$ cat src/rtl/core/tlpt_pkg.sv
`timescale 1ns / 1ps
// ----------------------------------------------------------------------------
// tlpt_pkg: shared types and constants of the page-table engine
// Action and status codes, the command word passed from the front end to the
// back end through the queue, and the back-end state encoding.
// ----------------------------------------------------------------------------
package tlpt_pkg;

    localparam int TABLE_ENTRIES = 1024;
    localparam int PAGE_BYTES    = 4096;
    localparam int OFFSET_W      = 12;
    localparam int PAGE_NUM_W    = 20;
    localparam int DIR_W         = 10;
    localparam int COUNT_W       = 21;
    localparam int QUEUE_DEPTH   = 2;
    localparam int QUEUE_PTR_W   = 1;
    localparam int QUEUE_CNT_W   = 2;

    localparam logic [1:0] ACT_INIT      = 2'd0;
    localparam logic [1:0] ACT_MAP_COUNT = 2'd1;
    localparam logic [1:0] ACT_MAP_END   = 2'd2;
    localparam logic [1:0] ACT_TRANSLATE = 2'd3;

    localparam logic [1:0] STATUS_OK      = 2'd0;
    localparam logic [1:0] STATUS_INVALID = 2'd1;
    localparam logic [1:0] STATUS_RANGE   = 2'd2;

    typedef enum logic [1:0] {
        KIND_REPORT,
        KIND_WALK,
        KIND_READ
    } cmd_kind_t;

    typedef struct packed {
        cmd_kind_t               kind;
        logic [1:0]              status;
        logic [PAGE_NUM_W-1:0]   vpn;
        logic [PAGE_NUM_W-1:0]   ppn;
        logic [COUNT_W-1:0]      count;
        logic [OFFSET_W-1:0]     flags;
        logic [OFFSET_W-1:0]     offset;
    } cmd_t;

    typedef enum logic [1:0] {
        BACK_IDLE,
        BACK_WALK,
        BACK_READ
    } back_state_t;

endpackage

$ cat src/rtl/core/tlpt_front.sv
`timescale 1ns / 1ps
// ----------------------------------------------------------------------------
// tlpt_front: command classifier
// Checks alignment and bounds of an incoming word and turns it into a walk,
// a table read or an immediate status report for the back end.
// ----------------------------------------------------------------------------
module tlpt_front #(
    parameter int DIR_SLOTS_KEPT = 4
) (
    input  logic [1:0]  action,
    input  logic [31:0] virt_addr,
    input  logic [31:0] phys_addr,
    input  logic [31:0] phys_limit,
    input  logic [20:0] page_count,
    input  logic [11:0] flags,
    output tlpt_pkg::cmd_t cmd
);
    import tlpt_pkg::*;

    localparam int KEPT_ENTRIES = DIR_SLOTS_KEPT * TABLE_ENTRIES;

    logic                 misaligned;
    logic [COUNT_W-1:0]   span;
    logic                 dir_out;

    assign misaligned = (virt_addr[OFFSET_W-1:0] != '0) || (phys_addr[OFFSET_W-1:0] != '0);
    assign span = {1'b0, phys_limit[31:OFFSET_W]} - {1'b0, phys_addr[31:OFFSET_W]};
    assign dir_out = {1'b0, virt_addr[31:32-DIR_W]} >= (DIR_W+1)'(DIR_SLOTS_KEPT);

    always_comb
    begin
        cmd.kind   = KIND_REPORT;
        cmd.status = STATUS_OK;
        cmd.vpn    = virt_addr[31:OFFSET_W];
        cmd.ppn    = phys_addr[31:OFFSET_W];
        cmd.count  = page_count;
        cmd.flags  = flags;
        cmd.offset = virt_addr[OFFSET_W-1:0];
        case (action)
            ACT_INIT:
            begin
                cmd.kind  = KIND_WALK;
                cmd.vpn   = '0;
                cmd.ppn   = '0;
                cmd.count = COUNT_W'(KEPT_ENTRIES);
            end
            ACT_MAP_COUNT:
            begin
                if (misaligned)
                begin
                    cmd.status = STATUS_INVALID;
                end
                else
                begin
                    cmd.kind = KIND_WALK;
                end
            end
            ACT_MAP_END:
            begin
                if (misaligned || (phys_limit[OFFSET_W-1:0] != '0) || span[COUNT_W-1])
                begin
                    cmd.status = STATUS_INVALID;
                end
                else
                begin
                    cmd.kind  = KIND_WALK;
                    cmd.count = span;
                end
            end
            default:
            begin
                if (dir_out)
                begin
                    cmd.status = STATUS_RANGE;
                end
                else
                begin
                    cmd.kind = KIND_READ;
                end
            end
        endcase
    end

endmodule

$ cat config.mk
export PLATFORM = sky130hd
export DESIGN_NAME = tlpt_front
export DESIGN_NICKNAME = d
export VERILOG_FILES = /design/src/rtl/core/tlpt_pkg.sv /design/src/rtl/core/tlpt_front.sv
export SDC_FILE = /design/constraint.sdc
export NUM_CORES = 1
export LEC_CHECK = 0
export BUFFER_PORTS_ARGS = -buffer_cell sky130_fd_sc_hd__buf_2
export CAP_MARGIN = 0
export CORE_AREA = 2 2 86 88
export DETAILED_ROUTE_END_ITERATION = 6
export DIE_AREA = 0 0 88 90
export GPL_ROUTABILITY_DRIVEN = 1
export PLACE_DENSITY = 0.75
export SYNTH_ARGS = -nofsm -noshare
export SYNTH_HDL_FRONTEND = slang
export SYNTH_SLANG_ARGS = --single-unit
$ cat constraint.sdc
create_clock -name vclk -period 3.4
set_input_delay 0.34 -clock vclk [all_inputs]
set_output_delay 0.34 -clock vclk [all_outputs]
set_load 0.03 [all_outputs]
==> flow_summary_export.csv <==
group,metric,value,unit
synthesis,ys_seq_area_share,0,%
global_routing,grt_pass1_wl,10600,microns
synthesis,syn_area,1880,sq um
timing,hold_viol,0,
detailed_routing,ant_nets,0,
power_and_ir_drop,p_total,511,uW
timing,setup_violations,0,
finish,antenna_cells,0,
timing,fmax,312,MHz
placement,dp_hpwl,6280,microns
min_path,hp-class,"input pin to output pin",
setup_path,worst-path-max-fanout,19,
setup_path,crit_path_max_incr_delay,0.41,ns
setup_path,cp.arrival,2.87,ns
timing,tightestPinTransition,0.903,ns
global_routing,grt_usage,15.9,%
setup_path,cp_slowest_cell,"fa_1",
timing,tns,0,ns
timing,worst_slack,0.195,ns
detailed_routing,dr.pass1.iters,4,
placement,portBuffers,196,
synthesis,synth_nets,445,
floorplan,die_x,88,microns
finish,layout.nets,611,
power_and_ir_drop,ir_drop,0.0000737,V
setup_path,critPathCaptureType,"output pin",
global_routing,grt_max_degree,41,
setup_path,crit_chain,"buf_2, inv_1, ha_1, inv_1, fa_1, a21oi_2, o211ai_1, o311ai_4, a21oi_2, o21ai_2, a21oi_4, nand3b_4, o221ai_2, buf_2",
floorplan,die_area,7920,sq um
setup_path,path_buf_inv,4,
finish,seq_cells,0,
detailed_routing,detail_route.iter0.violations,46,
detailed_routing,vias,2606,
setup_path,crit_type,"input pin to output pin",
timing,fin_crit_sh,94.3,%
timing,rsz0062_at_grt,"false",
setup_path,cp_top_family,"compound AO/OA/AOI/OAI gates",
timing,drv_slew,0,
synthesis,syn_area_per_cell,6.43,sq um
setup_path,cp.required,3.06,ns
job,drv_cap,0,
setup_path,start_kind,"input pin",
floorplan,boundaryPins,220,
detailed_routing,wl_per_cell,12.8,microns
placement,gp_congestion,0.821,
detailed_routing,routed_wl,7100,microns
synthesis,synthDistinctLibCells,49,
detailed_routing,vias_per_cell,4.69,
synthesis,syn_inst,293,
finish,areaGrowthSynthToFinish,48.5,%
outcome,status,"complete, no violations",
detailed_routing,drc_errors,0,
finish,layout-drive-gt1-share,48.6,%
global_routing,antenna_found_initial,0,
finish,final_cell_mix,"buf_2 (196), nand2_1 (37), inv_1 (29), nor2_1 (29), nor2b_1 (22)",
finish,seqCellArea,0,sq um
power_and_ir_drop,cellPowerDensity,183,nW/um^2
floorplan,die_h,90,microns
floorplan,core,7020,sq um
floorplan,rows,31,
placement,place_ws,0.0275,ns
floorplan,start_util,26.8,%
finish,final_common_cell,"buf_2",
timing,min_period,3.21,ns
timing,relSlewSlack,39.6,%
cts,postCtsHoldBufs,0,
finish,nClkBuffers,0,
global_routing,grt_pass1_vias,2396,
synthesis,ys_warn_count,0,
power_and_ir_drop,leakage,1.58,nW
global_routing,gr-total-overflow,0,
-- synth_stat cells (2+ instances only) --
library cell,number,share of area (%)
nand2_1,37,7.4
nor2_1,30,6.0
inv_1,29,5.8
buf_4,26,10
nor2b_1,22,7.3
a21oi_1,21,5.6
ha_1,20,13
o21ai_1,11,2.9
o21ai_2,11,5.1
xnor2_1,11,5.1
nor4_1,10,3.3
o21ai_0,7,1.9
xor2_1,6,2.8
clkbuf_1,4,0.80
nand3_1,4,1.1
o211ai_1,4,1.6
a21o_1,3,1.2
nand2b_1,3,1.0
a211oi_1,2,0.80
buf_6,2,1.2
nand4_1,2,0.66
-- stage by stage --
step	hold WS, ns	area, sq um	instances	util (%)
global placement	0.680	2760	555	39.3
detailed placement	0.680	2760	555	39.3
floorplan	0.812	1880	293	-
finish	0.680	2800	556	39.9
global route	0.680	2800	556	39.9
CTS	0.680	2760	555	39.3
-- what timing repair did --
action	4_1_cts	5_1_grt
buffers inserted	0	1
gates resized for setup	0	5
setup endpoints to repair	0	22
hold endpoints to repair	0	0
-- logic make-up (layout without fill, tap and decap cells) --
logic type / Yosys count / count (layout) / share of synthesized area, %
simple gates: 117 / 117 / 31.7
compound gates: 76 / 76 / 27.7
buf+inv: 62 / 226 / 18.4
fa+ha+maj: 21 / 21 / 14.3
xor+xnor: 17 / 17 / 7.90
-- metal layers --
layer  routed length [microns]  up-vias  track usage, %
met5                         0        -               0
met4                        63        0            1.92
li1                          -     1311               -
met1                      2810     1167            18.6
met2                      3730      117            31.2
met3                       499       11            1.01
-- final timing paths --
kind | endpoint | depth (start not counted) | startpoint
max | cmd[43] | 14 | phys_limit[12]
min | cmd[21] | 0 | flags[9]
-- final cells by class --
type,instances,area (sq um)
multi-input combinational,231,1580
fill,759,4220
inverter,29,109
timing repair buffer,197,988
tap,99,124
-- power by group --
group          internal, mW  leakage [nW]  switching (mW)
logic                 0.193          1.58           0.318
clock network             0             0               0
registers                 0             0               0
Note: power is estimated with default switching activity, not from simulation.
