**src/rtl/core/tlpt_pkg.sv**
```systemverilog
`timescale 1ns / 1ps
// ----------------------------------------------------------------------------
// tlpt_pkg: shared types and constants of the page-table engine
// Action and status codes, the command word passed from the front end to the
// back end through the queue, and the back-end state encoding.
// ----------------------------------------------------------------------------
package tlpt_pkg;

    localparam int TABLE_ENTRIES = 1024;
    localparam int PAGE_BYTES    = 4096;
    localparam int OFFSET_W      = 12;
    localparam int PAGE_NUM_W    = 20;
    localparam int DIR_W         = 10;
    localparam int COUNT_W       = 21;
    localparam int QUEUE_DEPTH   = 2;
    localparam int QUEUE_PTR_W   = 1;
    localparam int QUEUE_CNT_W   = 2;

    localparam logic [1:0] ACT_INIT      = 2'd0;
    localparam logic [1:0] ACT_MAP_COUNT = 2'd1;
    localparam logic [1:0] ACT_MAP_END   = 2'd2;
    localparam logic [1:0] ACT_TRANSLATE = 2'd3;

    localparam logic [1:0] STATUS_OK      = 2'd0;
    localparam logic [1:0] STATUS_INVALID = 2'd1;
    localparam logic [1:0] STATUS_RANGE   = 2'd2;

    typedef enum logic [1:0] {
        KIND_REPORT,
        KIND_WALK,
        KIND_READ
    } cmd_kind_t;

    typedef struct packed {
        cmd_kind_t               kind;
        logic [1:0]              status;
        logic [PAGE_NUM_W-1:0]   vpn;
        logic [PAGE_NUM_W-1:0]   ppn;
        logic [COUNT_W-1:0]      count;
        logic [OFFSET_W-1:0]     flags;
        logic [OFFSET_W-1:0]     offset;
    } cmd_t;

    typedef enum logic [1:0] {
        BACK_IDLE,
        BACK_WALK,
        BACK_READ
    } back_state_t;

endpackage

```
**src/rtl/core/tlpt_queue.sv**
```systemverilog
`timescale 1ns / 1ps
// ----------------------------------------------------------------------------
// tlpt_queue: command queue
// Two-entry first-in first-out buffer that decouples the classifier from the
// back end.
// ----------------------------------------------------------------------------
module tlpt_queue (
    input  logic           clk,
    input  logic           rst_n,
    input  logic           push,
    input  tlpt_pkg::cmd_t push_cmd,
    output logic           full,
    input  logic           pop,
    output tlpt_pkg::cmd_t pop_cmd,
    output logic           empty
);
    import tlpt_pkg::*;

    cmd_t                   slot_reg [QUEUE_DEPTH];
    logic [QUEUE_PTR_W-1:0] wr_ptr_reg;
    logic [QUEUE_PTR_W-1:0] wr_ptr_next;
    logic [QUEUE_PTR_W-1:0] rd_ptr_reg;
    logic [QUEUE_PTR_W-1:0] rd_ptr_next;
    logic [QUEUE_CNT_W-1:0] fill_reg;
    logic [QUEUE_CNT_W-1:0] fill_next;
    logic                   do_push;
    logic                   do_pop;

    assign full    = fill_reg == QUEUE_CNT_W'(QUEUE_DEPTH);
    assign empty   = fill_reg == '0;
    assign do_push = push && !full;
    assign do_pop  = pop && !empty;
    assign pop_cmd = slot_reg[rd_ptr_reg];

    always_comb
    begin
        wr_ptr_next = do_push ? wr_ptr_reg + 1'b1 : wr_ptr_reg;
        rd_ptr_next = do_pop ? rd_ptr_reg + 1'b1 : rd_ptr_reg;
        fill_next   = fill_reg;
        if (do_push && !do_pop)
        begin
            fill_next = fill_reg + 1'b1;
        end
        else if (do_pop && !do_push)
        begin
            fill_next = fill_reg - 1'b1;
        end
    end

    always_ff @(posedge clk or negedge rst_n)
    begin
        if (!rst_n)
        begin
            wr_ptr_reg <= '0;
            rd_ptr_reg <= '0;
            fill_reg   <= '0;
        end
        else
        begin
            wr_ptr_reg <= wr_ptr_next;
            rd_ptr_reg <= rd_ptr_next;
            fill_reg   <= fill_next;
        end
    end

    always_ff @(posedge clk)
    begin
        if (do_push)
        begin
            slot_reg[wr_ptr_reg] <= push_cmd;
        end
    end

endmodule

```
**config.mk**
```make
export PLATFORM = sky130hd
export DESIGN_NAME = tlpt_queue
export DESIGN_NICKNAME = d
export VERILOG_FILES = /design/src/rtl/core/tlpt_pkg.sv /design/src/rtl/core/tlpt_queue.sv
export SDC_FILE = /design/constraint.sdc
export NUM_CORES = 1
export LEC_CHECK = 0
export ABC_AREA = 0
export BUFFER_PORTS_ARGS = -buffer_cell sky130_fd_sc_hd__buf_4
export CAP_MARGIN = 20
export CORE_MARGIN = 5
export CORE_UTILIZATION = 47
export DETAILED_ROUTE_END_ITERATION = 8
export PLACE_DENSITY = 0.78
export SETUP_SLACK_MARGIN = 0.15
export SKIP_LAST_GASP = 1
export SLEW_MARGIN = 20
export SYNTH_ARGS = -nofsm -noshare
export SYNTH_HDL_FRONTEND = slang
export SYNTH_SLANG_ARGS = --single-unit
```
**constraint.sdc**
```tcl
create_clock -name clk -period 4.7 [get_ports clk]
set_input_delay 0.235 -clock clk [delete_from_list [all_inputs] [get_ports clk]]
set_output_delay 0.235 -clock clk [all_outputs]
set_load 0.01 [all_outputs]
```
==> results.json <==
{
  "status": "completed",
  "syn2layout_area_growth_pct": 42.4,
  "power_density_mw_per_mm2": 580,
  "syn_area_per_cell_sq_um": 23.9,
  "finalSetupViolations": 0,
  "seq_power_share_pct": 41.3,
  "maxCapViolations": 0,
  "ys_types": 14,
  "fill_cells": 915,
  "grt_pass1_vias": 4150,
  "overflow": 0,
  "worstMarginPinSlew_ns": 0.751,
  "startpoint_type": "register",
  "seq_area_frac_synth_pct": 77.0,
  "fin_crit_ns": 2.58,
  "final_area_sq_mm": 0.0101,
  "fin_crit_sh_pct": 54.8,
  "clock-root-buffer": "clkbuf_16",
  "fmax_mhz": 388,
  "track_usage_pct": 16.4,
  "fin_nets": 677,
  "sw_frac_of_total_pct": 28.4,
  "core_area_sq_mm": 0.0146,
  "cts_max_level": 4,
  "dieArea_sq_mm": 0.0176,
  "cp_max_fo": 53,
  "ys_ff_latch": 182,
  "clk_latency_ns": 0.42,
  "grt_max_degree": 54,
  "ioPinCount": 184,
  "die_height_um": 133,
  "hpwl_um": 8880,
  "hold_path.class": "input pin to asynchronous set/reset pin",
  "antenna_found_initial": 0,
  "worstSetupPathType": "register to output pin",
  "routabilityCongestion": 0.773,
  "ant_nets": 0,
  "wirelength_um": 14100,
  "portBuffers": 183,
  "worst_hold_slack_ns": 0.140,
  "syn-num-nets": 390,
  "dr.pass1.iters": 4,
  "relSlewSlack_pct": 49.9,
  "placed_cell_area_sq_mm": 0.00857,
  "final.setup_skew_ns": 0.0114,
  "fin_setup_tns_ns": 0,
  "clkSinkCount": 182,
  "antennaDiodeCount": 0,
  "pwr-share-comb_pct": 34.7,
  "endpoint_kind": "output pin",
  "power_switching_mw": 1.66,
  "path_clk_slew_ns": 0.07,
  "finalHoldViolations": 0,
  "rsz0062_at_grt": "false",
  "vdd_drop_max_mv": 0.643,
  "largest_reg_flops": 178,
  "fp-row-count": 44,
  "synth_area_sq_mm": 0.00707,
  "p_int_mw": 4.18,
  "routed_via_density": 4.75,
  "yosys_warnings": 0,
  "cts-buffers-inserted": 17,
  "netlist_instances": 296,
  "cts_tree": "built",
  "cp_data_required_time_ns": 4.47,
  "critPathArrivalTime_ns": 2.34,
  "drt_iter0_markers": 176,
  "place_ws_ns": 2.39,
  "dieWidth_um": 133,
  "drv_slew": 0,
  "layout-drive-gt1-share_pct": 52.3,
  "drc": 0,
  "clockBufferDepth": 2,
  "pwr-share-clk_pct": 24.0,
  "initial_core_util_pct": 48.3,
  "grt_pass1_wl_um": 22100,
  "wl_per_cell_um": 18.1,
  "num_vias": 3703,
  "finalWorstSetupSlack_ns": 2.12,
  "power.leakage_nw": 4.06
}
-- power by group through the flow --
stage	registers (mW)	clock network, mW	logic [mW]
global route	2.45	1.51	2.15
global placement	2.42	0	1.93
floorplan	2.35	0	1.39
finish	2.41	1.40	2.02
detailed placement	2.45	0	1.98
CTS	2.41	1.44	2.04
-- routing by layer --
layer / GRT usage (%) / part of all wire [%] / up-vias / wire, um
met3: 5.32 / 6.7 / 16 / 938
met1: 18.8 / 39 / 1808 / 5490
li1: - / - / 1743 / -
met5: 0 / 0 / - / 0
met4: 6.24 / 1.4 / 0 / 193
met2: 28.7 / 53 / 136 / 7450
-- final timing paths --
kind / start / end / slack, ns / depth (start not counted)
setup / recovery: rd_ptr_reg$_DFFE_PN0P_ / pop_cmd[15] / 2.12 / 3
hold / removal: rst_n / fill_reg[1]$_DFFE_PN0P_ / 0.14 / 2
setup reg to reg: fill_reg[0]$_DFFE_PN0P_ / slot_reg[1][77]$_DFFE_PP_ / 2.39 / 3
hold reg to reg: fill_reg[1]$_DFFE_PN0P_ / fill_reg[1]$_DFFE_PN0P_ / 0.53 / 1
max in group asynchronous: rst_n / rd_ptr_reg$_DFFE_PN0P_ / 4.44 / 2
min in group clk: pop / rd_ptr_reg$_DFFE_PN0P_ / 0.19 / 3
-- cells in the final DEF (no fill, tap or decap), types with 2 or more instances in the layout --
cell type	count
buf_4	186
bufinv_16	2
clkbuf_16	17
clkinv_4	2
clkinvlp_4	4
dfrtp_1	3
dlygate4sd3_1	90
edfxtp_1	178
inv_1	2
inv_6	4
inv_8	2
mux2_4	89
nor2_1	2
xnor2_1	3
xor2_1	2
-- through the flow --
| step | power, mW | std cells | util, % |
|---|---|---|---|
| after floorplan | 3.74 | 296 | - |
| after global placement | 4.36 | 657 | 58.3 |
| after detailed placement | 4.43 | 658 | 58.5 |
| after CTS | 5.90 | 780 | 68.7 |
| after global routing | 6.10 | 780 | 68.7 |
| final | 5.84 | 780 | 68.7 |
-- worst max-delay path: stages, from the launching register on --
cell and delay [ns]:
dfrtp_4 0.91, buf_12 0.41, mux2_4 0.35, buf_4 0.15
-- logic make-up (layout without fill, tap and decap cells) --
group | count (synthesis) | in the layout | synth area share (%)
AOI/OAI and AO/OA | 1 | 1 | 0.0707
xor gates and xnor gates | 5 | 5 | 0.620
adders and majority gates | 1 | 1 | 0.177
buffers and inverters | 12 | 312 | 2.81
DFF | 182 | 182 | 77.0
muxes | 89 | 89 | 18.9
and+or+nand+nor | 6 | 6 | 0.389
-- cell usage after synthesis --
master / n / area share, %
and3_1: 1 / 0.089
buf_12: 9 / 2.5
buf_6: 1 / 0.16
dfrtp_1: 4 / 1.4
edfxtp_1: 178 / 76
ha_1: 1 / 0.18
inv_1: 2 / 0.11
mux2_4: 89 / 19
nand2_1: 1 / 0.053
nand2b_1: 1 / 0.089
nor2_1: 3 / 0.16
o21ai_0: 1 / 0.071
xnor2_1: 3 / 0.37
xor2_1: 2 / 0.25
-- layout make-up --
cell class	count	area (sq um)	share of cell area, %
multi-input cells	102	1440	14.3
well taps	184	230	2.29
flip-flops and latches	182	5450	54.1
inverters	2	7.51	0.0746
clock inverters	15	170	1.69
clock buffers	17	425	4.23
repair buffers	278	2340	23.3
-- what timing repair did --
action | in CTS | in global routing
hold buffers | 90 | 0
hold endpoints to repair | 182 | 0
setup endpoints to repair | 0 | 0
setup buffers | 0 | 0
resized for setup | 0 | 0
No activity file was read; power rests on OpenSTA's default activity.
